File: src/rtl/core/swsfr_pkg.sv
// Shared types and constants for the single-wire sensor frame reader core.
// No dependencies.
`default_nettype none

package swsfr_pkg;

	localparam int unsigned ThrW   = 8;
	localparam int unsigned HoldW  = 8;
	localparam int unsigned TimerW = 15;
	localparam int unsigned HighW  = 8;
	localparam int unsigned TidxW  = 7;
	localparam int unsigned BcntW  = 6;
	localparam int unsigned ByteW  = 8;
	localparam int unsigned FrameW = 40;
	localparam int unsigned CfgIdxW  = 3;
	localparam int unsigned CfgDataW = 15;

	localparam logic [BcntW-1:0] FullBits     = 6'd40;
	localparam logic [TidxW-1:0] FirstDataTr  = 7'd4;

	localparam logic [ThrW-1:0]   ThrReset   = 8'd26;
	localparam logic [HoldW-1:0]  HoldReset  = 8'd255;
	localparam logic [TimerW-1:0] LowReset   = 15'd18000;
	localparam logic [HighW-1:0]  HighReset  = 8'd40;
	localparam logic [TidxW-1:0]  LimitReset = 7'd85;

	typedef enum logic [CfgIdxW-1:0] {
		CFG_ONE_THRESHOLD    = 3'd0,
		CFG_HOLD_TIMEOUT     = 3'd1,
		CFG_START_LOW_TICKS  = 3'd2,
		CFG_START_HIGH_TICKS = 3'd3,
		CFG_TRANSITION_LIMIT = 3'd4
	} cfg_idx_t;

	typedef enum logic [3:0] {
		PH_IDLE = 4'b0001,
		PH_LOW  = 4'b0010,
		PH_HIGH = 4'b0100,
		PH_READ = 4'b1000
	} phase_t;

endpackage : swsfr_pkg

`default_nettype wire

File: src/rtl/core/single_wire_sensor_frame_reader_core.sv
// Single-wire sensor frame reader: start pulse generator, pulse timer,
// bit shifter and checksum check. Depends on swsfr_pkg.
`default_nettype none

// Channel   | dir | handshake          | payload
// ----------+-----+--------------------+-------------------------------------
// sample in | in  | in_valid/in_stall  | start_request, line_level
// result    | out | out_valid/out_stall| drive_*, busy_res, frame_done,
//           |     |                    | frame_ok, four data bytes, bits_received
// config    | in  | cfg_valid/cfg_ready| cfg_index, cfg_data
//
// One sample tick is one input transfer and yields exactly one result transfer.
// A transfer is taken every cycle unless stalled: the next state and the result
// are computed in one pass from the state registers and the sample, and land in
// the result register on the accepting edge. in_stall is raised only while a
// result sits in the output register and the consumer stalls it. cfg_ready is
// always high; the user must write registers only while idle, which the block
// does not check. Reset idles the controller and loads the register defaults.

module single_wire_sensor_frame_reader_core (
	input  wire logic                          clk,
	input  wire logic                          arst_n,
	// sample channel
	input  wire logic                          in_valid,
	output logic                               in_stall,
	input  wire logic                          start_request,
	input  wire logic                          line_level,
	// result channel
	output logic                               out_valid,
	input  wire logic                          out_stall,
	output logic                               drive_enable,
	output logic                               drive_level,
	output logic                               busy_res,
	output logic                               frame_done,
	output logic                               frame_ok,
	output logic [swsfr_pkg::ByteW-1:0]        humidity_whole,
	output logic [swsfr_pkg::ByteW-1:0]        humidity_fraction,
	output logic [swsfr_pkg::ByteW-1:0]        temperature_whole,
	output logic [swsfr_pkg::ByteW-1:0]        temperature_fraction,
	output logic [swsfr_pkg::BcntW-1:0]        bits_received,
	// configuration channel
	input  wire logic                          cfg_valid,
	output logic                               cfg_ready,
	input  wire logic [swsfr_pkg::CfgIdxW-1:0] cfg_index,
	input  wire logic [swsfr_pkg::CfgDataW-1:0] cfg_data
);
	import swsfr_pkg::*;

	// configuration registers
	logic [ThrW-1:0]   one_threshold_q;
	logic [HoldW-1:0]  hold_timeout_q;
	logic [TimerW-1:0] start_low_q;
	logic [HighW-1:0]  start_high_q;
	logic [TidxW-1:0]  tr_limit_q;

	// frame state
	phase_t             phase_q, phase_d;
	logic [TimerW-1:0]  timer_q, timer_d;
	logic               prev_level_q, prev_level_d;
	logic [HoldW-1:0]   hold_q, hold_d;
	logic [TidxW-1:0]   tidx_q, tidx_d;
	logic [BcntW-1:0]   bcnt_q, bcnt_d;
	logic [FrameW-1:0]  frame_q, frame_d;

	// result before the output register
	logic               den_d, dlv_d, busy_d, done_d, ok_d;
	logic [ByteW-1:0]   sum_d;
	logic               finish;
	logic               accept;
	logic               take_bit;
	logic [HoldW-1:0]   hold_inc;
	logic [TidxW-1:0]   tidx_inc;

	assign cfg_ready = 1'b1;
	assign in_stall  = out_valid && out_stall;
	assign accept    = in_valid && !in_stall;

	assign hold_inc = hold_q + HoldW'(1);
	assign tidx_inc = tidx_q + TidxW'(1);
	// data bits come from every even transition index from 4 on, up to forty bits
	assign take_bit = (tidx_q >= FirstDataTr) && !tidx_q[0] && (bcnt_q < FullBits);

	always_comb begin
		phase_d      = phase_q;
		timer_d      = timer_q;
		prev_level_d = prev_level_q;
		hold_d       = hold_q;
		tidx_d       = tidx_q;
		bcnt_d       = bcnt_q;
		frame_d      = frame_q;
		den_d        = 1'b0;
		dlv_d        = 1'b0;
		busy_d       = 1'b0;
		finish       = 1'b0;
		case (phase_q)
			PH_IDLE: begin
				if (start_request) begin
					phase_d      = PH_LOW;
					timer_d      = TimerW'(1);
					prev_level_d = 1'b1;
					hold_d       = '0;
					tidx_d       = '0;
					bcnt_d       = '0;
					frame_d      = '0;
					den_d        = 1'b1;
					busy_d       = 1'b1;
				end
			end
			PH_LOW: begin
				busy_d = 1'b1;
				den_d  = 1'b1;
				if (timer_q >= start_low_q) begin
					phase_d = PH_HIGH;
					timer_d = TimerW'(1);
					dlv_d   = 1'b1;
				end else begin
					timer_d = timer_q + TimerW'(1);
				end
			end
			PH_HIGH: begin
				busy_d = 1'b1;
				if (timer_q >= TimerW'(start_high_q)) begin
					phase_d = PH_READ;
					timer_d = '0;
				end else begin
					timer_d = timer_q + TimerW'(1);
					den_d   = 1'b1;
					dlv_d   = 1'b1;
				end
			end
			PH_READ: begin
				busy_d = 1'b1;
				if (line_level == prev_level_q) begin
					hold_d = hold_inc;
					finish = (hold_inc >= hold_timeout_q);
				end else begin
					// level change closes the transition; the sample itself is not held time
					if (take_bit) begin
						frame_d = {frame_q[FrameW-2:0], hold_q > one_threshold_q};
						bcnt_d  = bcnt_q + BcntW'(1);
					end
					prev_level_d = line_level;
					hold_d       = '0;
					tidx_d       = tidx_inc;
					finish       = (tidx_inc >= tr_limit_q);
				end
			end
			default: begin
				phase_d = PH_IDLE;
			end
		endcase

		// checksum over the four data bytes, 8-bit wrap
		sum_d = frame_d[39:32] + frame_d[31:24] + frame_d[23:16] + frame_d[15:8];
		done_d = finish;
		ok_d   = finish && (bcnt_d >= FullBits) && (frame_d[7:0] == sum_d);
		if (finish) begin
			phase_d = PH_IDLE;
			busy_d  = 1'b0;
		end
	end

	// configuration writes
	always_ff @(posedge clk or negedge arst_n) begin
		if (!arst_n) begin
			one_threshold_q <= ThrReset;
			hold_timeout_q  <= HoldReset;
			start_low_q     <= LowReset;
			start_high_q    <= HighReset;
			tr_limit_q      <= LimitReset;
		end else if (cfg_valid && cfg_ready) begin
			case (cfg_index)
				CFG_ONE_THRESHOLD:    one_threshold_q <= cfg_data[ThrW-1:0];
				CFG_HOLD_TIMEOUT:     hold_timeout_q  <= cfg_data[HoldW-1:0];
				CFG_START_LOW_TICKS:  start_low_q     <= cfg_data[TimerW-1:0];
				CFG_START_HIGH_TICKS: start_high_q    <= cfg_data[HighW-1:0];
				CFG_TRANSITION_LIMIT: tr_limit_q      <= cfg_data[TidxW-1:0];
				default: ;
			endcase
		end
	end

	// control state
	always_ff @(posedge clk or negedge arst_n) begin
		if (!arst_n) begin
			phase_q      <= PH_IDLE;
			timer_q      <= '0;
			prev_level_q <= 1'b1;
			hold_q       <= '0;
			tidx_q       <= '0;
			bcnt_q       <= '0;
			out_valid    <= 1'b0;
		end else begin
			if (accept) begin
				phase_q      <= phase_d;
				timer_q      <= timer_d;
				prev_level_q <= prev_level_d;
				hold_q       <= hold_d;
				tidx_q       <= tidx_d;
				bcnt_q       <= bcnt_d;
				out_valid    <= 1'b1;
			end else if (!out_stall) begin
				out_valid    <= 1'b0;
			end
		end
	end

	// payload: frame shifter and result register, no reset needed
	always_ff @(posedge clk) begin
		if (accept) begin
			frame_q              <= frame_d;
			drive_enable         <= den_d;
			drive_level          <= dlv_d;
			busy_res             <= busy_d;
			frame_done           <= done_d;
			frame_ok             <= ok_d;
			humidity_whole       <= ok_d ? frame_d[39:32] : '0;
			humidity_fraction    <= ok_d ? frame_d[31:24] : '0;
			temperature_whole    <= ok_d ? frame_d[23:16] : '0;
			temperature_fraction <= ok_d ? frame_d[15:8]  : '0;
			bits_received        <= bcnt_d;
		end
	end

	// a finished frame never reports busy
	a_done_not_busy: assert property (@(posedge clk) disable iff (!arst_n)
		out_valid && frame_done |-> !busy_res)
		else $error("done tick reports busy");

	// a good frame has all forty bits and is a done tick
	a_ok_full: assert property (@(posedge clk) disable iff (!arst_n)
		out_valid && frame_ok |-> frame_done && bits_received == FullBits)
		else $error("frame_ok without full done frame");

	// the line is only driven while busy
	a_drive_busy: assert property (@(posedge clk) disable iff (!arst_n)
		out_valid && drive_enable |-> busy_res)
		else $error("line driven while not busy");

	// an accepted sample always leaves a result behind
	a_accept_result: assert property (@(posedge clk) disable iff (!arst_n)
		in_valid && !in_stall |=> out_valid)
		else $error("accepted sample produced no result");

	// the controller is idle whenever a done tick was produced
	a_done_idle: assert property (@(posedge clk) disable iff (!arst_n)
		in_valid && !in_stall && done_d |=> phase_q == PH_IDLE)
		else $error("frame end did not return to idle");

endmodule : single_wire_sensor_frame_reader_core

`default_nettype wire
File: config.mk
export PLATFORM = sky130hd
export DESIGN_NAME = single_wire_sensor_frame_reader_core
export DESIGN_NICKNAME = d
export VERILOG_FILES = /design/src/rtl/core/swsfr_pkg.sv /design/src/rtl/core/single_wire_sensor_frame_reader_core.sv
export SDC_FILE = /design/constraint.sdc
export NUM_CORES = 1
export LEC_CHECK = 0
export BUFFER_PORTS_ARGS = -buffer_cell sky130_fd_sc_hd__clkbuf_2
export CORE_ASPECT_RATIO = 1.4
export CORE_UTILIZATION = 61
export CTS_CLUSTER_SIZE = 12
export DETAILED_ROUTE_END_ITERATION = 6
export MAX_ROUTING_LAYER = met4
export PLACE_DENSITY = 0.81
export SETUP_SLACK_MARGIN = 0.3
export SLEW_MARGIN = 20
export SYNTH_ARGS = -nofsm -noshare
export SYNTH_HDL_FRONTEND = slang
export SYNTH_SLANG_ARGS = --single-unit
File: constraint.sdc
create_clock -name clk -period 6.3 [get_ports clk]
set_clock_uncertainty 0.2 [all_clocks]
set_input_delay 0.63 -clock clk [delete_from_list [all_inputs] [get_ports clk]]
set_output_delay 0.63 -clock clk [all_outputs]
set_load 0.01 [all_outputs]
Word level (Yosys, flattened, before mapping)
Cells that the tools add are included.
Storage, ports and cells
  register bits: 171
  output and inout bits: 46
  word-level logic and storage cells: 112
Operators by class
  $add $sub $neg: 7
  order comparisons: 8
  equal/unequal tests: 17
  mux-type cells: 36
  reductions and logical operators: 21
Operators with widths (number)
  40-bit two-way mux: 3
  40-bit case mux with 2 select lines: 1
  15-bit two-way mux: 3
  15-bit case mux with 3 select lines: 1
  8-bit adder: 3
  6-bit two-way mux: 3
  4-bit two-way mux: 4
  8-bit two-way mux: 2
  4-bit case mux with 4 select lines: 1
  8-bit case mux with 2 select lines: 1
  15-bit by 1-bit adder with 15-bit output (second input constant): 1
  15-bit greater-or-equal comparator: 1
  15-bit by 8-bit greater-or-equal comparator with 1-bit output: 1
  7-bit two-way mux: 2
  7-bit case mux with 2 select lines: 1
  6-bit case mux with 2 select lines: 1
  2-bit AND reduction: 5
  1-bit two-way mux: 9
  3-bit inequality test (second input constant): 3
  8-bit by 1-bit adder with 8-bit output (second input constant): 1
  8-bit equality test: 1
  8-bit greater-or-equal comparator: 1
  8-bit > comparator: 1
  7-bit by 1-bit adder with 7-bit output (second input constant): 1
  other kinds (26): 38

Depth between registers and ports, before layout
  word-level depth: 11
  gate-level depth with buffers: 24
  depth with buffers taken out: 20

Worst setup path before layout
Ideal clock, no wire load.
  path type: reg-to-reg
  start point: register phase_q[0]
  end point: register temperature_fraction[0] (netlist name), data pin
  library setup time: 266 ps
  data arrival time: 5311 ps
  data required time: 5834 ps
  path slack: 523 ps
  cell stages (with the launch flop): 25
  path buffers: 6
  clock period less this slack: 5777 ps
  cells stage by stage: dfstp_2 -> buf_2 -> nor4b_4 -> o21a_1 -> and2_4 -> buf_6 -> buf_2 -> buf_1 -> buf_1 -> a22oi_1 -> fa_1 -> inv_1 -> fa_1 -> inv_1 -> fa_1 -> inv_1 -> a21oi_1 -> o21bai_1 -> a21o_1 -> a21oi_1 -> xnor3_1 -> xnor3_1 -> nand4_2 -> buf_6 -> nor2_2
Between the ends
  longest elaborated chain between the ends: 7
Ends and longest elaborated chain
  start: declaration: line single_wire_sensor_frame_reader_core.sv:57  | phase_t phase_q, phase_d;
  start signal: assignment: line single_wire_sensor_frame_reader_core.sv:195  | phase_q <= phase_d;
  4-bit equality test / 4-bit by 1-bit equality test with 1-bit output (equally long branches): line single_wire_sensor_frame_reader_core.sv:95  | case (phase_q)
  40-bit case mux with 2 select lines: line single_wire_sensor_frame_reader_core.sv:95
  8-bit adder (3 in series): line single_wire_sensor_frame_reader_core.sv:154  | sum_d = frame_d[39:32] + frame_d[31:24] + frame_d[23:16] + frame_d[15:8];
  8-bit equality test: line single_wire_sensor_frame_reader_core.sv:156  | ok_d = finish && (bcnt_d >= FullBits) && (frame_d[7:0] == sum_d);
  1-bit logical AND: line single_wire_sensor_frame_reader_core.sv:156
  end signal: assignment: line single_wire_sensor_frame_reader_core.sv:220  | temperature_fraction <= ok_d ? frame_d[15:8] : '0;
  end: declaration: line single_wire_sensor_frame_reader_core.sv:39  | output logic [swsfr_pkg::ByteW-1:0] temperature_fraction,
Several ways; a longest one is shown, not always the timed one.
A chain may end at the register's enable or synchronous reset.

Worst setup path in the final report
  start point: register tidx_q[2]
  end point: register humidity_whole[1] (netlist name), data pin
Between the ends
  longest elaborated chain between the ends: 11
Ends and longest elaborated chain
  start: declaration: line single_wire_sensor_frame_reader_core.sv:61  | logic [TidxW-1:0] tidx_q, tidx_d;
  start signal: assignment: line single_wire_sensor_frame_reader_core.sv:199  | tidx_q <= tidx_d;
  7-bit by 3-bit greater-or-equal comparator with 1-bit output: line single_wire_sensor_frame_reader_core.sv:81  | assign take_bit = (tidx_q >= FirstDataTr) && !tidx_q[0] && (bcnt_q < FullBits);
  1-bit logical AND (2 in series): line single_wire_sensor_frame_reader_core.sv:81
  40-bit two-way mux: line single_wire_sensor_frame_reader_core.sv:138  | if (take_bit) begin
  40-bit two-way mux: line single_wire_sensor_frame_reader_core.sv:133  | if (line_level == prev_level_q) begin
  40-bit case mux with 2 select lines: line single_wire_sensor_frame_reader_core.sv:95
  8-bit adder (3 in series): line single_wire_sensor_frame_reader_core.sv:154
  8-bit equality test: line single_wire_sensor_frame_reader_core.sv:156
  1-bit logical AND: line single_wire_sensor_frame_reader_core.sv:156
  end signal: assignment: line single_wire_sensor_frame_reader_core.sv:217  | humidity_whole <= ok_d ? frame_d[39:32] : '0;
  end: declaration: line single_wire_sensor_frame_reader_core.sv:36  | output logic [swsfr_pkg::ByteW-1:0] humidity_whole,
Several ways; a longest one is shown, not always the timed one.

==> metrics <==
status=completed; Starting Density=63.2%; Critical Path AT=5.62 ns; post-route cell area=10400 µm²; die width=106 µm; final setup vio count=0; dpl cells=1089; depth of the worst hold-timing path=3; first-pass GRT wire length=31.4 mm; Max FO, Critical Path=20; TritonCTS Buffers=17; DP Wirelength=13.9 mm; Setup WS post-layout=0.646 ns; ys flop type=edfxtp_1; port buffer count=69; clock transition at the registers of the reported paths=0.07 ns; Max-slew headroom=42.0%; fraction of registers with async set/reset=51.5%; largest net degree at the start of global routing=65; GRT Overall Usage=27.0%; gpl congestion=0.892; Fin. Hold Viols=0; RR Endpoint=humidity_whole[1]; Commonest cells post-synth=inv_1, nand2_1, o21ai_0; deepest clock path buffer count=2; routed via count=6542; CTS root buffer=clkbuf_16; max-cap violations=0; Synth top area share=27.1%; unrepaired setup endpoints after global routing=false; count leader, synth=inv_1; drt drc=0; number of routed nets with antenna violations=0; via-per-instance ratio=5.82; Avg Inst Size Synth=10.9 µm²; I/O pin cnt=71; Max Fclk=177 MHz; Worst Setup EP=humidity_whole[1]; Max Slew Vio Count=0; Ys Warns=0; Mapped Nets=941; Die H=147 µm; R2R setup slack=0.65 ns; vias in the first global route=6496; Hold Crit Class=input port to register; router iterations before antenna repair=5; Fin Setup TNS=0 ns; initial antenna violation count=0; Clk Latency, worst-skew pair=0.43 ns; CTS tree=built; floorplan row count=52; fillers=1069; Placement Setup Slack=0.231 ns; slew of the pin with the lowest slew margin=0.848 ns; Diodes inserted=0; Cell Count, Final, Fillers Out=1125; layout cell share with drive strength beyond 1=21.7%; Wirelength per Cell=16.9 µm; Peak VDD IR=0.296 mV; Synth cell types=64; r2r startpoint=tidx_q[2]; Final nets=1020; ranking of synthesized cells by area=edfxtp_1, dfrtp_1, ha_1, dfstp_2, o21ai_0; CP endpoint kind=register; Synth area leader=edfxtp_1; core outline area=14600 µm²; kind of critical path=register to register; Layout area overhead=12.7%; Synth Register Bits=171; H-tree lvl count=4; leakage power=4.75 nW; initial DRC count=336; Setup crit start kind=register; synthesized instance count=844; cell area after synthesis=9210 µm²; Tot Pwr=0.00443 W; hold path start=cfg_data[14]; area of the die=15600 µm²; worst reg2reg path depth=21; placed cell area=9780 µm²; sequential area share after synthesis=51.3%; Min Clock Period, post-route=5.65 ns; clock sinks=171; origin of the worst setup path=tidx_q[2]; gr ovfl total=0; Routed WL=19.1 mm; Critical Path RT=6.27 ns; Post-synth EDFFs=83; PwrDens=427 nW/µm²; Final period util=89.8%
==> layout make-up <==
type	instances	area, µm²	area share (%)
Inverter	90	339	3.27
Clock buffer	17	425	4.10
Multi-Input combinational cell	554	4030	38.8
Clock inverter	15	115	1.11
Sequential cell	171	4720	45.5
Timing Repair Buffer	89	513	4.94
Tap cell	189	236	2.28
==> kinds of logic (layout without fill, tap and decap cells) <==
family	Yosys count	after routing	synth area share (%)
other	1	1	0.0407
adders and majority gates	72	72	10.9
DFF	171	171	51.3
muxes	19	19	2.32
xor gates and xnor gates	32	32	3.34
and+or+nand+nor	238	238	13.4
AOI/OAI and AO/OA	192	192	13.4
buffers and inverters	119	211	5.28
==> state kept, by name, summed over array words and instances, names as in the netlist, 4 cells and up <==
| signal | flops |
|---|---|
| frame_q | 40 |
| temperature_fraction | 8 |
| timer_q | 15 |
| one_threshold_q | 8 |
| hold_timeout_q | 8 |
| tidx_q | 7 |
| temperature_whole | 8 |
| start_low_q | 15 |
| humidity_whole | 8 |
| phase_q | 4 |
| hold_q | 8 |
| humidity_fraction | 8 |
| bcnt_q | 6 |
| tr_limit_q | 7 |
| bits_received | 6 |
| start_high_q | 8 |
==> power breakdown <==
group	leakage [nW]	total (W)	switching, W	internal (W)
Clock	0.259	0.000971	0.000462	0.000509
Sequential	1.91	0.00151	0.000118	0.00139
Combinational	2.58	0.00195	0.00105	0.000903
Total	4.75	0.00443	0.00163	0.00280
==> timing repair <==
item / CTS / global route
setup buffers: 0 / 3
setup endpoints to repair: 5 / 27
hold endpoints to repair: 25 / 0
cloned: 0 / 0
hold buffers: 1 / 0
gates resized for setup: 1 / 3
==> per-layer routing <==
layer | up-vias | wire (µm) | global-route usage, %
li1 | 3129 | - | -
met2 | 199 | 10100 | 46.5
met3 | 60 | 754 | 3.09
met1 | 3154 | 7380 | 30.5
met5 | - | 0 | -
met4 | 0 | 837 | 15.0
==> worst min path at each step <==
| stage | endpoint | slack, ns |
|---|---|---|
| final | start_low_q[14] | 0.19 |
| after global routing | start_low_q[14] | 0.19 |
| after CTS | start_low_q[14] | 0.18 |
| after detailed placement | prev_level_q | 0.29 |
| after global placement | prev_level_q | 0.29 |
| after floorplan | bcnt_q[0] | 0.13 |
==> cells in the final DEF (no fill, tap or decap), drive strengths merged, types with 10 or more instances in the layout <==
cell type / count
xnor2: 20
xor2: 10
dfstp: 24
nor2b: 16
a22oi: 22
a21oi: 20
a22o: 23
buf: 20
a21o: 14
fa: 14
inv: 93
and3: 16
dfrtp: 64
nor2: 50
clkbuf: 85
nand4: 11
o21ai: 86
nand2: 88
ha: 58
edfxtp: 83
mux2: 19
nand3: 18
==> metrics by stage <==
| stage | utilization (%) | hold slack, ns |
|---|---|---|
| finish | 71.3 | 0.188 |
| global placement | 67.1 | 0.290 |
| CTS | 71.0 | 0.179 |
| floorplan | - | 0.134 |
| detailed placement | 67.1 | 0.293 |
| global route | 71.3 | 0.191 |
==> worst max-delay path: stages, from the launching register on <==
cell and delay (ns):
dfrtp_1 0.46, or4_1 0.56, or2_0 0.22, nand2_1 0.10, a21o_4 0.26, a22oi_1 0.17
fa_1 0.59, fa_1 0.43, inv_1 0.08, ha_1 0.21, inv_1 0.07, fa_1 0.41
inv_1 0.07, a21oi_1 0.05, o21bai_1 0.22, a21o_1 0.15, a21oi_1 0.06, xnor3_1 0.19
xnor3_1 0.43, nand4_4 0.19, buf_12 0.19, nor2_2 0.04
No activity file was read; power rests on OpenSTA's default activity.
